## config.mk

```make
export PLATFORM = sky130hd
export DESIGN_NAME = gdr_divider
export DESIGN_NICKNAME = d
export VERILOG_FILES = /design/src/rtl/gdr_pkg.sv /design/src/rtl/gdr_divider.sv
export SDC_FILE = /design/constraint.sdc
export NUM_CORES = 1
export LEC_CHECK = 0
export BUFFER_PORTS_ARGS = -buffer_cell sky130_fd_sc_hd__buf_2
export CORE_MARGIN = 3
export CORE_UTILIZATION = 55
export CTS_CLUSTER_DIAMETER = 80
export CTS_CLUSTER_SIZE = 20
export DETAILED_ROUTE_END_ITERATION = 8
export PLACE_DENSITY_LB_ADDON = 0.08
export SLEW_MARGIN = 10
export SYNTH_ARGS = -nofsm -noshare
export SYNTH_HDL_FRONTEND = slang
export SYNTH_SLANG_ARGS = --single-unit
```

## constraint.sdc

```tcl
create_clock -name clk -period 3.7 [get_ports clk]
set_input_delay 0 -clock clk [delete_from_list [all_inputs] [get_ports clk]]
set_output_delay 0 -clock clk [all_outputs]
set_load 0.01 [all_outputs]
```

## src/rtl/gdr_pkg.sv

```systemverilog
package gdr_pkg;

    // fixed-point formats
    localparam int FRAC_BITS  = 8;
    localparam int ANGLE_BITS = 12;
    localparam int QUARTER    = 1 << (ANGLE_BITS - 2);
    localparam int QIDX_W     = ANGLE_BITS - 1;
    localparam int COORD_W    = 14;
    localparam int DIR_W      = 15;
    localparam int UNIT_W     = FRAC_BITS + 15;
    localparam int SIDE_W     = UNIT_W + 1;
    localparam int POS_W      = 10;
    localparam int LIM_W      = 9;
    localparam int WALL_W     = 8;

    localparam logic [COORD_W-1:0] COORD_MAX = {COORD_W{1'b1}};
    localparam logic [DIR_W-1:0]   DIR_ONE   = DIR_W'(16384);
    localparam logic [UNIT_W-1:0]  UNIT_MAX  = UNIT_W'(1) << (UNIT_W - 1);

    // request codes
    localparam logic REQ_WRITE = 1'b0;
    localparam logic REQ_CAST  = 1'b1;

    // configuration register indexes
    localparam int CFG_IDX_W = 2;
    localparam logic [CFG_IDX_W-1:0] CFG_MAX_DIST = 2'd0;
    localparam logic [CFG_IDX_W-1:0] CFG_ROWS     = 2'd1;
    localparam logic [CFG_IDX_W-1:0] CFG_COLS     = 2'd2;

    typedef logic [DIR_W-1:0] sine_tab_t [0:QUARTER];

    // quarter-wave sine table, Q1.14, integer taylor series in Q2.30
    function automatic sine_tab_t build_sine();
        sine_tab_t tab;
        longint unsigned x;
        longint unsigned x2;
        longint unsigned term;
        longint unsigned v;
        longint sum;
        for (int k = 0; k <= QUARTER; k++) begin
            x = (longint'(k) * 64'd1686629713 + longint'(QUARTER / 2)) >> (ANGLE_BITS - 2);
            x2 = (x * x) >> 30;
            term = x;
            sum = longint'(x);
            for (int n = 1; n <= 6; n++) begin
                term = (term * x2) >> 30;
                // series denominators (2n)(2n+1)
                case (n)
                    1:       term = term / 64'd6;
                    2:       term = term / 64'd20;
                    3:       term = term / 64'd42;
                    4:       term = term / 64'd72;
                    5:       term = term / 64'd110;
                    default: term = term / 64'd156;
                endcase
                if ((n & 1) == 1)
                    sum = sum - longint'(term);
                else
                    sum = sum + longint'(term);
            end
            if (sum < 0)
                sum = 0;
            v = (longint'(sum) + 32768) >> 16;
            if (v > 16384)
                v = 16384;
            tab[k] = DIR_W'(v);
        end
        tab[0] = '0;
        tab[QUARTER] = DIR_ONE;
        return tab;
    endfunction

    localparam sine_tab_t SINE_TAB = build_sine();

endpackage

```

## src/rtl/gdr_divider.sv

```systemverilog
// radix-2 restoring divider, constant numerator, one quotient bit a cycle
module gdr_divider (
    input  logic                        clk,
    input  logic                        rst_n,
    input  logic                        start,
    input  logic [gdr_pkg::DIR_W-1:0]   divisor,
    output logic [gdr_pkg::UNIT_W-1:0]  quotient,
    output logic                        done
);

    localparam int CNT_W = $clog2(gdr_pkg::UNIT_W);

    logic                        busy_reg;
    logic                        done_reg;
    logic [CNT_W-1:0]            cnt_reg;
    logic [gdr_pkg::DIR_W:0]     rem_reg;
    logic [gdr_pkg::UNIT_W-1:0]  quo_reg;
    logic [gdr_pkg::DIR_W-1:0]   div_reg;
    logic [gdr_pkg::DIR_W:0]     trial;
    logic                        fits;

    // shift in next numerator bit and try a subtract
    assign trial = {rem_reg[gdr_pkg::DIR_W-1:0], gdr_pkg::UNIT_MAX[cnt_reg]};
    assign fits  = trial >= {1'b0, div_reg};

    // control
    always_ff @(posedge clk or negedge rst_n)
    begin
        if (!rst_n)
        begin
            busy_reg <= 1'b0;
            done_reg <= 1'b0;
            cnt_reg  <= '0;
        end
        else
        begin
            done_reg <= 1'b0;
            if (start)
            begin
                busy_reg <= 1'b1;
                cnt_reg  <= CNT_W'(gdr_pkg::UNIT_W - 1);
            end
            else if (busy_reg)
            begin
                if (cnt_reg == '0)
                begin
                    busy_reg <= 1'b0;
                    done_reg <= 1'b1;
                end
                else
                begin
                    cnt_reg <= cnt_reg - 1'b1;
                end
            end
        end
    end

    // datapath
    always_ff @(posedge clk)
    begin
        if (start)
        begin
            div_reg <= divisor;
            rem_reg <= '0;
            quo_reg <= '0;
        end
        else if (busy_reg)
        begin
            rem_reg <= fits ? (trial - {1'b0, div_reg}) : trial;
            quo_reg <= {quo_reg[gdr_pkg::UNIT_W-2:0], fits};
        end
    end

    assign quotient = quo_reg;
    assign done     = done_reg;

endmodule
```

Yosys cells after proc, flatten, opt, wreduce, memory -nomap -nowiden
Memories as Yosys holds them, arrays and structs flattened. Cells that the tools add are included. W data, S select, Z words.

Reduce and logical (&&, ||, !) cells: 3. Bitwise gates (word level): 0. $mul: 0. Muxes and demuxes: 11. $add $sub $neg: 2. Magnitude comparators: 2. Shifts and indexed selects: 0. Divide/modulo/power cells: 0. Equality and inequality tests: 1.

Operator list (number): $ge A16 B15 Y1 (1); $mux W15 (1); $mux W5 (3); $sub A15 B15 Y15 (1); $mux W1 (7); $lt A5 B6 Y1 const B (1); $logic_not A5 Y1 (1); $sub A5 B1 Y5 const B (1); $ne A2 B2 Y1 const B (1); $reduce_and A2 Y1 (1); $reduce_bool A2 Y1 (1).

Bits in registers: 60. Bits in latches: 0. RAM bits: 0. Memories: 1. Word-level logic and storage cells: 26. Bits in read-only memories: 32. Input bits: 18. Output and inout bits: 24.

Memory list: (no name shown) (words 32, width 1, rd ports 1, clocked after Yosys merged registers in 0, wr ports 0, RTL line gdr_divider.sv:23) `assign trial = {rem_reg[gdr_pkg::DIR_W-1:0], gdr_pkg::UNIT_MAX[cnt_reg]};`.

Depth between registers and ports, before layout
Gate-level depths: netlist of run 1.

Depth after elaboration: 4. Depth in mapped cells: 10. Mapped depth without buffers: 9.

Worst setup path before layout of run 1
No wires, ideal clock.

Path type: reg2reg. Start: reg cnt_reg[2]. End: reg rem_reg[0] (netlist bit). Setup slack: 1037 ps. Arrival time: 2584 ps. Stages on the path, launching flop included: 11. Data required time: 3621 ps. Cell sequence: dfrtp_1 -> nand3_1 -> ha_1 -> fa_1 -> nand2b_1 -> a21o_1 -> a211o_1 -> a31oi_1 -> buf_6 -> mux2_4 -> a211oi_2.

Longest elaborated chain between the ends: 4.

RTL lines: start, declared (RTL line gdr_divider.sv:15) `logic [CNT_W-1:0] cnt_reg;`; start signal, assigned (RTL line gdr_divider.sv:41) `cnt_reg <= CNT_W'(gdr_pkg::UNIT_W - 1);`; start signal, assigned (RTL line gdr_divider.sv:52) `cnt_reg <= cnt_reg - 1'b1;`; $mem_v2 Z32 W1 *; $mux W1 (not written as such) * (RTL line gdr_divider.sv:23); $sub A15 B15 Y15 / $ge A16 B15 Y1 (equally long branches) (RTL line gdr_divider.sv:69, gdr_divider.sv:24); $mux W15 * (RTL line gdr_divider.sv:69) `rem_reg <= fits ? (trial - {1'b0, div_reg}) : trial;`; end signal, assigned (RTL line gdr_divider.sv:69); end, declared (RTL line gdr_divider.sv:16) `logic [gdr_pkg::DIR_W:0] rem_reg;`.

Mark *: on every way between the ends. The rest lies on a longest branch, timed or not. The select of a mux whose other input is x is not followed. A chain may end at the register's enable or synchronous reset.

Worst setup path in the final report of run 1
Ends and elaborated chain as after synthesis.

==> results of run 1 <==
metal layers:
layer	vias to the layer above	GRT usage	part of all wire
met2	48	0.3342	0.47
met3	5	0.06984	0.039
met4	0	0.07095	0.011
met5	-	0	0
li1	1261	-	-
met1	1150	0.2621	0.48
Yosys cell counts (all sizes together):
cell,number,area share
nor2,49,0.059
dfxtp,38,0.24
mux2i,32,0.10
inv,20,0.024
ha,17,0.068
edfxtp,15,0.14
nand2,13,0.016
nand3,12,0.019
a21oi,11,0.018
o21ai,11,0.018
buf,10,0.019
a211oi,8,0.021
clkbuf,7,0.0089
dfrtp,7,0.056
nor3,7,0.011
a311oi,6,0.017
a31oi,5,0.012
nand2b,5,0.010
xor2,5,0.014
a21o,4,0.0097
xnor2,4,0.011
nor4,3,0.0060
o211ai,3,0.0072
or3,3,0.0060
a211o,2,0.0056
and3,2,0.0040
nand3b,2,0.0048
nand4,2,0.0040
o21a,2,0.0048
o31a,2,0.0056
a2111oi,1,0.0048
a22o,1,0.0028
a2bb2oi,1,0.0028
a32oi,1,0.0028
clkinv,1,0.0012
fa,1,0.0064
mux2,1,0.0048
nand4b,1,0.0028
nor2b,1,0.0020
nor4b,1,0.0028
o21bai,1,0.0024
o311ai,1,0.0028
o41ai,1,0.0028
or2,1,0.0020
or4,1,0.0024
worst max-delay path by stage:
stage | endpoint | cells past startpoint | slack (ns) | start
finish | rem_reg[0] | 10 | 0.84 | cnt_reg[2]
global route | rem_reg[0] | 10 | 0.71 | cnt_reg[2]
CTS | rem_reg[0] | 10 | 0.86 | cnt_reg[2]
detailed placement | rem_reg[0] | 10 | 0.87 | cnt_reg[2]
global placement | rem_reg[0] | 10 | 0.95 | cnt_reg[2]
floorplan | rem_reg[0] | 10 | 1.04 | cnt_reg[2]
stage by stage:
stage | utilization | power (mW) | worst slack (ns) | hold slack [ns]
after global placement | 0.6358 | 0.8898 | 0.9544 | -0.1619
after CTS | 0.7044 | 1.502 | 0.8568 | 0.008307
final | 0.7044 | 1.486 | 0.8420 | 0.01527
after floorplan | - | 0.8527 | 1.037 | -0.2956
after global routing | 0.7044 | 1.566 | 0.7076 | 0.02375
after detailed placement | 0.6358 | 0.8933 | 0.8655 | -0.1611
cells in the final DEF (no fill, tap or decap), types with 3 or more instances in the layout:
master,instances
sky130_fd_sc_hd__dfrtp_1,6
sky130_fd_sc_hd__dfxtp_1,38
sky130_fd_sc_hd__o21ai_1,8
sky130_fd_sc_hd__or3_1,3
sky130_fd_sc_hd__nor2_1,49
sky130_fd_sc_hd__a21o_1,4
sky130_fd_sc_hd__buf_4,4
sky130_fd_sc_hd__a21oi_1,11
sky130_fd_sc_hd__a211oi_1,7
sky130_fd_sc_hd__nand2b_1,5
sky130_fd_sc_hd__dlygate4sd3_1,16
sky130_fd_sc_hd__nand2_1,13
sky130_fd_sc_hd__nor4_1,3
sky130_fd_sc_hd__mux2i_1,32
sky130_fd_sc_hd__xor2_1,5
sky130_fd_sc_hd__buf_2,41
sky130_fd_sc_hd__nor3_1,7
sky130_fd_sc_hd__a311oi_1,6
sky130_fd_sc_hd__ha_1,17
sky130_fd_sc_hd__inv_1,19
sky130_fd_sc_hd__o21ai_0,3
sky130_fd_sc_hd__o211ai_1,3
sky130_fd_sc_hd__a31oi_1,3
sky130_fd_sc_hd__edfxtp_1,15
sky130_fd_sc_hd__xnor2_1,4
sky130_fd_sc_hd__nand3_1,12
sky130_fd_sc_hd__clkbuf_8,11
worst max-delay path, stage by stage (launching register included):
cell and delay [ns]:
sky130_fd_sc_hd__dfrtp_1 0.41, sky130_fd_sc_hd__nand3_1 0.14, sky130_fd_sc_hd__ha_1 0.23, sky130_fd_sc_hd__fa_1 0.40
sky130_fd_sc_hd__nand2b_1 0.18, sky130_fd_sc_hd__a21o_1 0.20, sky130_fd_sc_hd__a211o_1 0.30, sky130_fd_sc_hd__a31oi_2 0.19
sky130_fd_sc_hd__buf_4 0.20, sky130_fd_sc_hd__mux2_4 0.31, sky130_fd_sc_hd__a211oi_2 0.21
power breakdown:
part | internal (mW) | switching (mW) | total, mW
clock | 0.346 | 0.246 | 0.591
combinational | 0.0857 | 0.0998 | 0.185
sequential | 0.697 | 0.0128 | 0.710
cell type report:
class	instances	area share
clock buffers	12	0.04179
flip-flops and latches	60	0.3738
clock inverters	4	0.01247
multi-input cells	224	0.4206
repair buffers	61	0.1065
inverters	21	0.02123
well taps	70	0.02359
kinds of logic after synthesis:
family | synth area share
muxes | 0.1079
and+or+nand+nor | 0.1526
DFF | 0.4462
adders and majority gates | 0.07491
xor gates and xnor gates | 0.02537
AOI/OAI and AO/OA | 0.1397
buffers and inverters | 0.05316
==> impl_metrics.sql, run 1 <==
INSERT INTO impl_metrics (metric_group, metric, value, unit) VALUES
('status', 'outcome', 'completed', ''),
('timing', 'final_min_period_over_clock_period', '0.7724', ''),
('timing', 'worst_slew_margin_relative_to_its_limit', '0.5612', ''),
('yosys', 'post_synth_instance_area', '3107', 'µm²'),
('clock_tree', 'ctsHtreeMaxLevel', '3', ''),
('power', 'power_leakage', '1.785', 'nW'),
('yosys', 'syn_nets', '358', ''),
('finish', 'finish.instance_area', '3712', 'µm²'),
('finish', 'multiInputGateArea', '1562', 'µm²'),
('detailed_routing', 'ant_nets', '0', ''),
('timing', 'worst_pin_slew', '0.6583', 'ns'),
('global_routing', 'number_of_global_route_vias_before_repair', '2374', ''),
('worst_hold_path', 'type_of_the_most_critical_hold_path', 'in2async', ''),
('yosys', 'synth_area_per_cell', '9.648', 'µm²'),
('clock_tree', 'cts_max_path_buffers', '2', ''),
('finish', 'nFillCells', '433', ''),
('clock_tree', 'clock_latency', '0.34', 'ns'),
('timing', 'rsz0062_at_grt', 'no', ''),
('power', 'power.density_cell_area', '400.4', 'nW/µm²'),
('die', 'y_dimension_of_the_die', '81.16', 'µm'),
('detailed_routing', 'drt-wirelength-per-cell', '13.48', 'µm'),
('critical_path', 'worst_r2r_path_depth', '10', ''),
('detailed_routing', 'first_pass_iters', '5', ''),
('yosys', 'proportion_of_synthesized_chip_area_in_sequential_cells', '0.4462', ''),
('global_routing', 'initial_antenna_violation_count', '0', ''),
('placed_design', 'dpl.hpwl', '4153', 'µm'),
('timing', 'hold_violations', '0', ''),
('timing', 'setup_tns', '0', 'ns'),
('critical_path', 'critPathCaptureType', 'flop', ''),
('placed_design', 'buffer_ports.inserted', '41', ''),
('finish', 'final_cell_count_no_fill', '452', ''),
('critical_path', 'rr_startpoint', 'cnt_reg[2]', ''),
('critical_path', 'timing.setup.critical_path_class', 'reg2reg', ''),
('flow_run', 'maxCapViolCount', '0', ''),
('placed_design', 'postPlaceCellArea', '3351', 'µm²'),
('critical_path', 'critical_path_maximum_fanout', '6', ''),
('yosys', 'yosysWarningCount', '0', ''),
('timing', 'setup_failing_eps_final', '0', ''),
('clock_tree', 'cts_inserted_buffers', '9', ''),
('detailed_routing', 'avgViaCountPerCell', '5.451', ''),
('yosys', 'synth.ff_latch_count', '60', ''),
('clock_tree', 'cts_post_setup_buffers_inserted', '0', ''),
('finish', 'regArea', '1388', 'µm²'),
('critical_path', 'worstPathArrival', '3.11', 'ns'),
('finish', 'area_delta_synth_final', '19.49', '%'),
('global_routing', 'pin_count_of_the_biggest_net_entering_global_routing', '57', ''),
('timing', 'skew', '0.005151', 'ns'),
('timing', 'min_period', '2.858', 'ns'),
('yosys', 'synthCells', '322', ''),
('detailed_routing', 'drcViolationCount', '0', ''),
('placed_design', 'gp_congestion', '0.8299', ''),
('die', 'initial_utilization', '0.5895', ''),
('yosys', 'netlist-cell-type-count', '53', ''),
('detailed_routing', 'drt-total-wl', '6095', 'µm'),
('global_routing', 'overall_global_routing_resource_usage', '0.2080', ''),
('critical_path', 'cp.required', '3.96', 'ns'),
('global_routing', 'grt_pass1_wl', '10540', 'µm'),
('power', 'worst_ir_drop_vdd', '0.3641', 'mV'),
('finish', 'final_net_count', '413', ''),
('die', 'design.portCount', '42', ''),
('detailed_routing', 'detailroute.via_count', '2464', ''),
('clock_tree', 'tritoncts', 'done', ''),
('clock_tree', 'ctsRootBufferMaster', 'sky130_fd_sc_hd__clkbuf_8', ''),
('timing', 'fmaxAchievable', '349.9', 'MHz'),
('finish', 'antenna_cells_inserted', '0', ''),
('die', 'dieArea', '6586', 'µm²'),
('placed_design', 'dp.cells', '420', ''),
('detailed_routing', 'drt_iter0_markers', '128', ''),
('timing', 'timing_max_transition_violations_final', '0', ''),
('clock_tree', 'clkTransAtPathRegs', '0.06', 'ns'),
('die', 'rows', '26', ''),
('critical_path', 'r2r_end', 'rem_reg[0]', ''),
('clock_tree', 'post_cts_resized', '0', ''),
('finish', 'share_of_final_layout_standard_cells_stronger_than_drive_strength_1', '0.1780', ''),
('critical_path', 'worst_reg_to_reg_setup_slack', '0.84', 'ns'),
('global_routing', 'overflow', '0', ''),
('critical_path', 'critical_path.startpoint_type', 'flop', ''),
('clock_tree', 'hold_buffers', '16', ''),
('die', 'die-width', '81.16', 'µm'),
('finish', 'max_reg_flops', '23', ''),
('clock_tree', 'clock-sinks', '60', ''),
('die', 'core', '5270', 'µm²');
No activity file was read; power rests on OpenSTA's default activity.
==> inputs of run 2 (changes only) <==
Settings changed: CORE_UTILIZATION 55 to 52.
Clock period 3.7 ns to 2.4 ns, I/O delays scaled along.
==> run 2 against run 1 <==
Compared with the run above: the run now ends with negative setup slack left; global-route usage shrank 1.2 points; die area grew 5.3%; combinational power grew 91%; via count grew 2.7%; first-iteration DRC count shrank 38%; design area grew 8.2%; non-clock buffer count grew 23; maximum frequency grew 14%; critical endpoint is now rem_reg[5]; largest cell class unchanged.
==> impl_metrics.sql, run 2 (synthesis gave the netlist of run 1 again) <==
INSERT INTO impl_metrics (metric_group, metric, value, unit) VALUES
('finish', 'antenna_cells_inserted', '0', ''),
('detailed_routing', 'drt-wirelength-per-cell', '13.48', 'µm'),
('timing', 'timing_max_transition_violations_final', '0', ''),
('die', 'initial_utilization', '0.5507', ''),
('clock_tree', 'ctsRootBufferMaster', 'sky130_fd_sc_hd__clkbuf_8', ''),
('finish', 'nFillCells', '428', ''),
('power', 'internal_power', '1.891', 'mW'),
('timing', 'min_period', '2.512', 'ns'),
('global_routing', 'overflow', '0', ''),
('critical_path', 'worstPathArrival', '2.70', 'ns'),
('timing', 'worst_pin_slew', '0.5449', 'ns'),
('finish', 'mostFrequentLayoutCells', 'sky130_fd_sc_hd__nor2_1 (49), sky130_fd_sc_hd__buf_2 (41), sky130_fd_sc_hd__dfxtp_1 (38)', ''),
('timing', 'worst_slew_margin_relative_to_its_limit', '0.6367', ''),
('die', 'core', '5642', 'µm²'),
('finish', 'multiInputGateArea', '1642', 'µm²'),
('detailed_routing', 'ant_nets', '0', ''),
('placed_design', 'gp_congestion', '0.8117', ''),
('finish', 'area_delta_synth_final', '29.24', '%'),
('global_routing', 'number_of_global_route_vias_before_repair', '2494', ''),
('finish', 'final_common_cell', 'sky130_fd_sc_hd__nor2_1', ''),
('placed_design', 'dpl.hpwl', '4410', 'µm'),
('timing', 'fmaxAchievable', '398.0', 'MHz'),
('status', 'violations', 'negative setup slack', ''),
('clock_tree', 'clock-sinks', '60', ''),
('timing', 'skew', '0.009718', 'ns'),
('power', 'pwr-share-seq', '0.442', ''),
('finish', 'max_reg_flops', '23', ''),
('clock_tree', 'cts_max_path_buffers', '2', ''),
('die', 'design.portCount', '42', ''),
('global_routing', 'overall_global_routing_resource_usage', '0.1956', ''),
('detailed_routing', 'drcViolationCount', '0', ''),
('timing', 'final_worst_setup_slack', '-0.1124', 'ns'),
('power', 'worst_ir_drop_vdd', '0.5558', 'mV'),
('critical_path', 'timing.setup.critical_path_class', 'reg2reg', ''),
('critical_path', 'critical_path.startpoint_type', 'flop', ''),
('timing', 'final_min_period_over_clock_period', '1.047', ''),
('clock_tree', 'clock_latency', '0.34', 'ns'),
('detailed_routing', 'drt_iter0_markers', '79', ''),
('global_routing', 'initial_antenna_violation_count', '0', ''),
('power', 'power.share.combinational', '0.143', ''),
('detailed_routing', 'detailroute.via_count', '2531', ''),
('flow_run', 'maxCapViolCount', '0', ''),
('timing', 'rsz0062_at_grt', 'yes', ''),
('die', 'die-width', '83.30', 'µm'),
('placed_design', 'placement.setup.worst_slack', '-0.1524', 'ns'),
('power', 'pwr-share-clk', '0.415', ''),
('finish', 'final_net_count', '436', ''),
('critical_path', 'worst_reg_to_reg_setup_slack', '-0.11', 'ns'),
('global_routing', 'pin_count_of_the_biggest_net_entering_global_routing', '50', ''),
('status', 'outcome', 'complete, but fails checks', ''),
('power', 'power.net_switching', '0.5795', 'mW'),
('timing', 'hold_violations', '0', ''),
('worst_hold_path', 'type_of_the_most_critical_hold_path', 'in2async', ''),
('placed_design', 'buffer_ports.inserted', '41', ''),
('clock_tree', 'ctsHtreeMaxLevel', '3', ''),
('global_routing', 'grt_pass1_wl', '11110', 'µm'),
('power', 'sw_frac_of_total', '0.2346', ''),
('detailed_routing', 'first_pass_iters', '4', ''),
('finish', 'share_of_final_layout_standard_cells_stronger_than_drive_strength_1', '0.2469', ''),
('power', 'power_leakage', '1.917', 'nW'),
('detailed_routing', 'drt-total-wl', '6429', 'µm'),
('power', 'power.density_cell_area', '615.3', 'nW/µm²'),
('timing', 'setup_failing_eps_final', '11', ''),
('clock_tree', 'clkTransAtPathRegs', '0.06', 'ns'),
('die', 'rows', '27', ''),
('critical_path', 'cp.required', '2.59', 'ns'),
('clock_tree', 'tritoncts', 'done', ''),
('die', 'y_dimension_of_the_die', '83.30', 'µm'),
('critical_path', 'critPathCaptureType', 'flop', ''),
('finish', 'regArea', '1388', 'µm²'),
('detailed_routing', 'avgViaCountPerCell', '5.306', ''),
('critical_path', 'critical_path_maximum_fanout', '5', ''),
('die', 'dieArea', '6938', 'µm²'),
('finish', 'layout.core_utilization', '0.7117', ''),
('clock_tree', 'cts_inserted_buffers', '9', '');
## run 2: changes by cell type in the layout (fill, tap and decap cells not counted), moves of 2 or more
| cell | previous run | this run |
|---|---|---|
| sky130_fd_sc_hd__nand3_1 | 12 | 8 |
| sky130_fd_sc_hd__buf_4 | 4 | 23 |
| sky130_fd_sc_hd__buf_6 | 0 | 2 |
| sky130_fd_sc_hd__nand3_2 | 0 | 4 |
| sky130_fd_sc_hd__clkinv_2 | 2 | 0 |
## run 2: path summary, 6_finish.rpt
kind | from | to | cells past startpoint
max | cnt_reg[1] | rem_reg[5] | 11
min | rst_n | cnt_reg[0] | 2
max reg2reg | cnt_reg[1] | rem_reg[5] | 11
min reg2reg | rem_reg[14] | rem_reg[14] | 2
max in group asynchronous | rst_n | busy_reg | 2
min in group clk | divisor[0] | div_reg[0] | 2
## run 2: metrics by stage
stage | power, mW | area [µm²] | std cells | TNS (ns) | hold WS (ns)
after floorplan | 1.324 | 3131 | 322 | -0.2101 | -0.2956
after global placement | 1.419 | 3518 | 440 | -0.2200 | -0.1614
after detailed placement | 1.421 | 3518 | 440 | -0.8531 | -0.1557
after CTS | 2.483 | 3976 | 476 | -1.265 | 0.01646
after global routing | 2.586 | 4015 | 477 | -2.288 | 0.04320
final | 2.470 | 4015 | 477 | -0.7099 | 0.02103
## run 2: routing by layer
layer,up-vias,GRT usage,wire length (µm)
li1,1304,-,-
met5,-,0,0
met2,29,0.3243,3076
met4,0,0.07132,106
met1,1187,0.2453,3003
met3,11,0.05060,242
## run 2: power by group through the flow
stage | Sequential (mW) | Clock, mW | Combinational (mW)
6_report | 1.09 | 1.02 | 0.354
5_1_grt | 1.10 | 1.09 | 0.396
4_1_cts | 1.09 | 1.05 | 0.344
3_5_place_dp | 1.11 | 0 | 0.309
3_3_place_gp | 1.11 | 0 | 0.307
2_1_floorplan | 1.11 | 0 | 0.213
## run 2: critical path, stage by stage (launching register included)
cell and delay (ns):
sky130_fd_sc_hd__dfrtp_1 0.36, sky130_fd_sc_hd__nand3_2 0.11, sky130_fd_sc_hd__ha_4 0.18, sky130_fd_sc_hd__fa_2 0.33, sky130_fd_sc_hd__nand2b_4 0.15, sky130_fd_sc_hd__a21o_1 0.17, sky130_fd_sc_hd__a211o_1 0.30, sky130_fd_sc_hd__a31oi_4 0.23
sky130_fd_sc_hd__buf_6 0.14, sky130_fd_sc_hd__buf_12 0.11, sky130_fd_sc_hd__mux2i_1 0.18, sky130_fd_sc_hd__a211oi_1 0.09
## run 2: layout make-up
| cell class | count | share of cell area |
|---|---|---|
| Timing Repair Buffer | 84 | 0.1471 |
| Multi-Input combinational cell | 224 | 0.4088 |
| Clock inverter | 4 | 0.01776 |
| Tap cell | 72 | 0.02244 |
| Sequential cell | 60 | 0.3456 |
| Clock buffer | 12 | 0.03864 |
| Inverter | 21 | 0.01963 |
## run 2: what timing repair did
item / 4_1_cts / 5_1_grt
hold endpoints to repair: 24 / 0
pin swaps: 15 / 5
endpoints found under the setup margin: 12 / 15
hold buffers: 17 / 0
gates cloned: 1 / 0
buffers inserted: 2 / 2
resized for setup: 7 / 5
==> inputs of run 3 (changes only) <==
Settings changed: CAP_MARGIN from default to 20, CORE_UTILIZATION 52 to 54, CTS_BUF_LIST from default to sky130_fd_sc_hd__clkbuf_8.
==> run 3 against run 2 <==
Compared with the run above: the run still ends with negative setup slack left; die area is 3.4% lower; cell count increased by 1.9%; register-to-register slack got worse by 0.05 ns; combinational power rose by 5.9%; sequential power is essentially flat; critical path depth fell by 1; critical path type unchanged.
==> impl_metrics.sql, run 3 (synthesis gave the netlist of run 1 again) <==
INSERT INTO impl_metrics (metric_group, metric, value, unit) VALUES
('detailed_routing', 'first_pass_iters', '4', ''),
('detailed_routing', 'ant_nets', '0', ''),
('finish', 'final_net_count', '447', ''),
('placed_design', 'gp_congestion', '0.8313', ''),
('timing', 'setup_failing_eps_final', '13', ''),
('clock_tree', 'cts_max_path_buffers', '2', ''),
('critical_path', 'critPathCaptureType', 'flop', ''),
('critical_path', 'critical_path.startpoint_type', 'flop', ''),
('worst_hold_path', 'type_of_the_most_critical_hold_path', 'in2async', ''),
('detailed_routing', 'avgViaCountPerCell', '5.387', ''),
('timing', 'hold_violations', '0', ''),
('clock_tree', 'clkTransAtPathRegs', '0.06', 'ns'),
('global_routing', 'grt_pass1_wl', '11300', 'µm'),
('power', 'power_leakage', '1.969', 'nW'),
('die', 'die-width', '81.85', 'µm'),
('critical_path', 'critical_path_maximum_fanout', '4', ''),
('detailed_routing', 'drt-wirelength-per-cell', '14.47', 'µm'),
('clock_tree', 'clock_latency', '0.34', 'ns'),
('placed_design', 'dpl.hpwl', '4533', 'µm'),
('global_routing', 'overall_global_routing_resource_usage', '0.2229', ''),
('global_routing', 'overflow', '0', ''),
('flow_run', 'maxCapViolCount', '0', ''),
('finish', 'final_common_cell', 'sky130_fd_sc_hd__nor2_1', ''),
('finish', 'share_of_final_layout_standard_cells_stronger_than_drive_strength_1', '0.2668', ''),
('die', 'y_dimension_of_the_die', '81.85', 'µm'),
('detailed_routing', 'drcViolationCount', '0', ''),
('timing', 'worst_pin_slew', '0.5080', 'ns'),
('timing', 'final_worst_setup_slack', '-0.1674', 'ns'),
('finish', 'nFillCells', '400', ''),
('critical_path', 'cp.required', '2.66', 'ns'),
('critical_path', 'setup.worst_path.start', 'cnt_reg[4]', ''),
('finish', 'mostFrequentLayoutCells', 'sky130_fd_sc_hd__nor2_1 (48), sky130_fd_sc_hd__buf_2 (41), sky130_fd_sc_hd__dfxtp_1 (38)', ''),
('timing', 'worst_slew_margin_relative_to_its_limit', '0.6582', ''),
('global_routing', 'initial_antenna_violation_count', '0', ''),
('critical_path', 'timing.setup.critical_path_class', 'reg2reg', ''),
('detailed_routing', 'drt-total-wl', '7031', 'µm'),
('die', 'core', '5335', 'µm²'),
('status', 'outcome', 'complete, but fails checks', ''),
('detailed_routing', 'detailroute.via_count', '2618', ''),
('global_routing', 'number_of_global_route_vias_before_repair', '2511', ''),
('clock_tree', 'cts_inserted_buffers', '9', ''),
('global_routing', 'pin_count_of_the_biggest_net_entering_global_routing', '40', ''),
('clock_tree', 'clock-sinks', '60', ''),
('timing', 'rsz0062_at_grt', 'yes', ''),
('status', 'violations', 'negative setup slack', ''),
('power', 'power.density_cell_area', '554.9', 'nW/µm²'),
('clock_tree', 'ctsHtreeMaxLevel', '3', ''),
('critical_path', 'rr_startpoint', 'cnt_reg[4]', ''),
('timing', 'skew', '0.007372', 'ns'),
('timing', 'min_period', '2.567', 'ns'),
('die', 'rows', '26', ''),
('timing', 'timing.hold.ws', '0.01903', 'ns'),
('placed_design', 'buffer_ports.inserted', '41', ''),
('clock_tree', 'tritoncts', 'done', ''),
('power', 'worst_ir_drop_vdd', '0.4249', 'mV'),
('finish', 'antenna_cells_inserted', '0', ''),
('finish', 'area_delta_synth_final', '30.49', '%'),
('finish', 'max_reg_flops', '23', ''),
('power', 'p_total', '2.250', 'mW'),
('critical_path', 'worstPathArrival', '2.83', 'ns'),
('die', 'design.portCount', '42', ''),
('timing', 'final_min_period_over_clock_period', '1.070', ''),
('timing', 'fmaxAchievable', '389.5', 'MHz'),
('timing', 'timing_max_transition_violations_final', '0', ''),
('clock_tree', 'ctsRootBufferMaster', 'sky130_fd_sc_hd__clkbuf_8', ''),
('die', 'dieArea', '6699', 'µm²'),
('die', 'initial_utilization', '0.5823', ''),
('detailed_routing', 'drt_iter0_markers', '111', '');
## run 3: changes by cell type in the layout (fill, tap and decap cells not counted), moves of 2 or more
| cell | change |
|---|---|
| sky130_fd_sc_hd__buf_4 | +8 |
| sky130_fd_sc_hd__buf_6 | +3 |
| sky130_fd_sc_hd__inv_1 | +3 |
| sky130_fd_sc_hd__a311oi_1 | -2 |
| sky130_fd_sc_hd__a311oi_2 | +2 |
| sky130_fd_sc_hd__bufinv_16 | -2 |
| sky130_fd_sc_hd__clkinv_2 | +2 |
## run 3: path summary, 6_finish.rpt
kind                                 to  slack, ns  cells past startpoint
setup / recovery             rem_reg[0]      -0.17                     10
min in group clk                   done       0.06                      4
max in group asynchronous      busy_reg       2.21                      2
hold / removal               cnt_reg[2]       0.02                      2
hold reg to reg            quotient[22]       0.50                      2
setup reg to reg             rem_reg[0]      -0.17                     10
## run 3: what timing repair did
action                                  4_1_cts  5_1_grt
gates cloned                                  0        0
endpoints found under the setup margin       13       15
hold buffers                                 16        0
setup buffers                                 8        4
gates resized for setup                      10        5
endpoints found under the hold margin        22        0
pin swaps                                    10        7
## run 3: per-layer routing
layer  vias up  routed length (µm)  track usage
met3        18                 272      0.06250
met5         -                   0            0
met2        46                3368       0.3530
li1       1334                   -            -
met4         0                 163      0.09967
met1      1220                3227       0.2822
## run 3: per-stage QoR
stage               setup slack (ns)  instance area, µm²  instances    util  setup TNS (ns)
floorplan                    -0.1526                3131        322       -         -0.2101
global placement             -0.1145                3546        442  0.6646         -0.3922
detailed placement           -0.1788                3546        442  0.6646          -1.213
CTS                          -0.1381                3999        482  0.7495         -0.8024
global route                 -0.2548                4054        486  0.7599          -2.492
finish                       -0.1674                4054        486  0.7599          -1.045
## run 3: worst max-delay path, cell delays in order, from the launching register on
cell and delay [ns]:
sky130_fd_sc_hd__dfrtp_1 0.36, sky130_fd_sc_hd__nand3_2 0.12, sky130_fd_sc_hd__ha_4 0.19, sky130_fd_sc_hd__fa_2 0.33
sky130_fd_sc_hd__nand2b_4 0.15, sky130_fd_sc_hd__a21o_1 0.17, sky130_fd_sc_hd__a211o_1 0.31, sky130_fd_sc_hd__a31oi_4 0.22
sky130_fd_sc_hd__buf_6 0.16, sky130_fd_sc_hd__mux2_4 0.30, sky130_fd_sc_hd__a211oi_2 0.20
## run 3: cell type report
class                   instances  area, µm²  area share
repair buffers                 95      694.4      0.1713
multi-input cells             224       1633      0.4028
flip-flops and latches         60       1388      0.3423
clock buffers                  11      151.4     0.03735
inverters                      21      78.83     0.01944
clock inverters                 5      21.27    0.005247
well taps                      70      87.58     0.02160
## run 3: where the power goes
part,internal [mW],switching (mW)
sequential,1.07,0.0170
combinational,0.193,0.183
clock,0.416,0.367
total,1.68,0.567
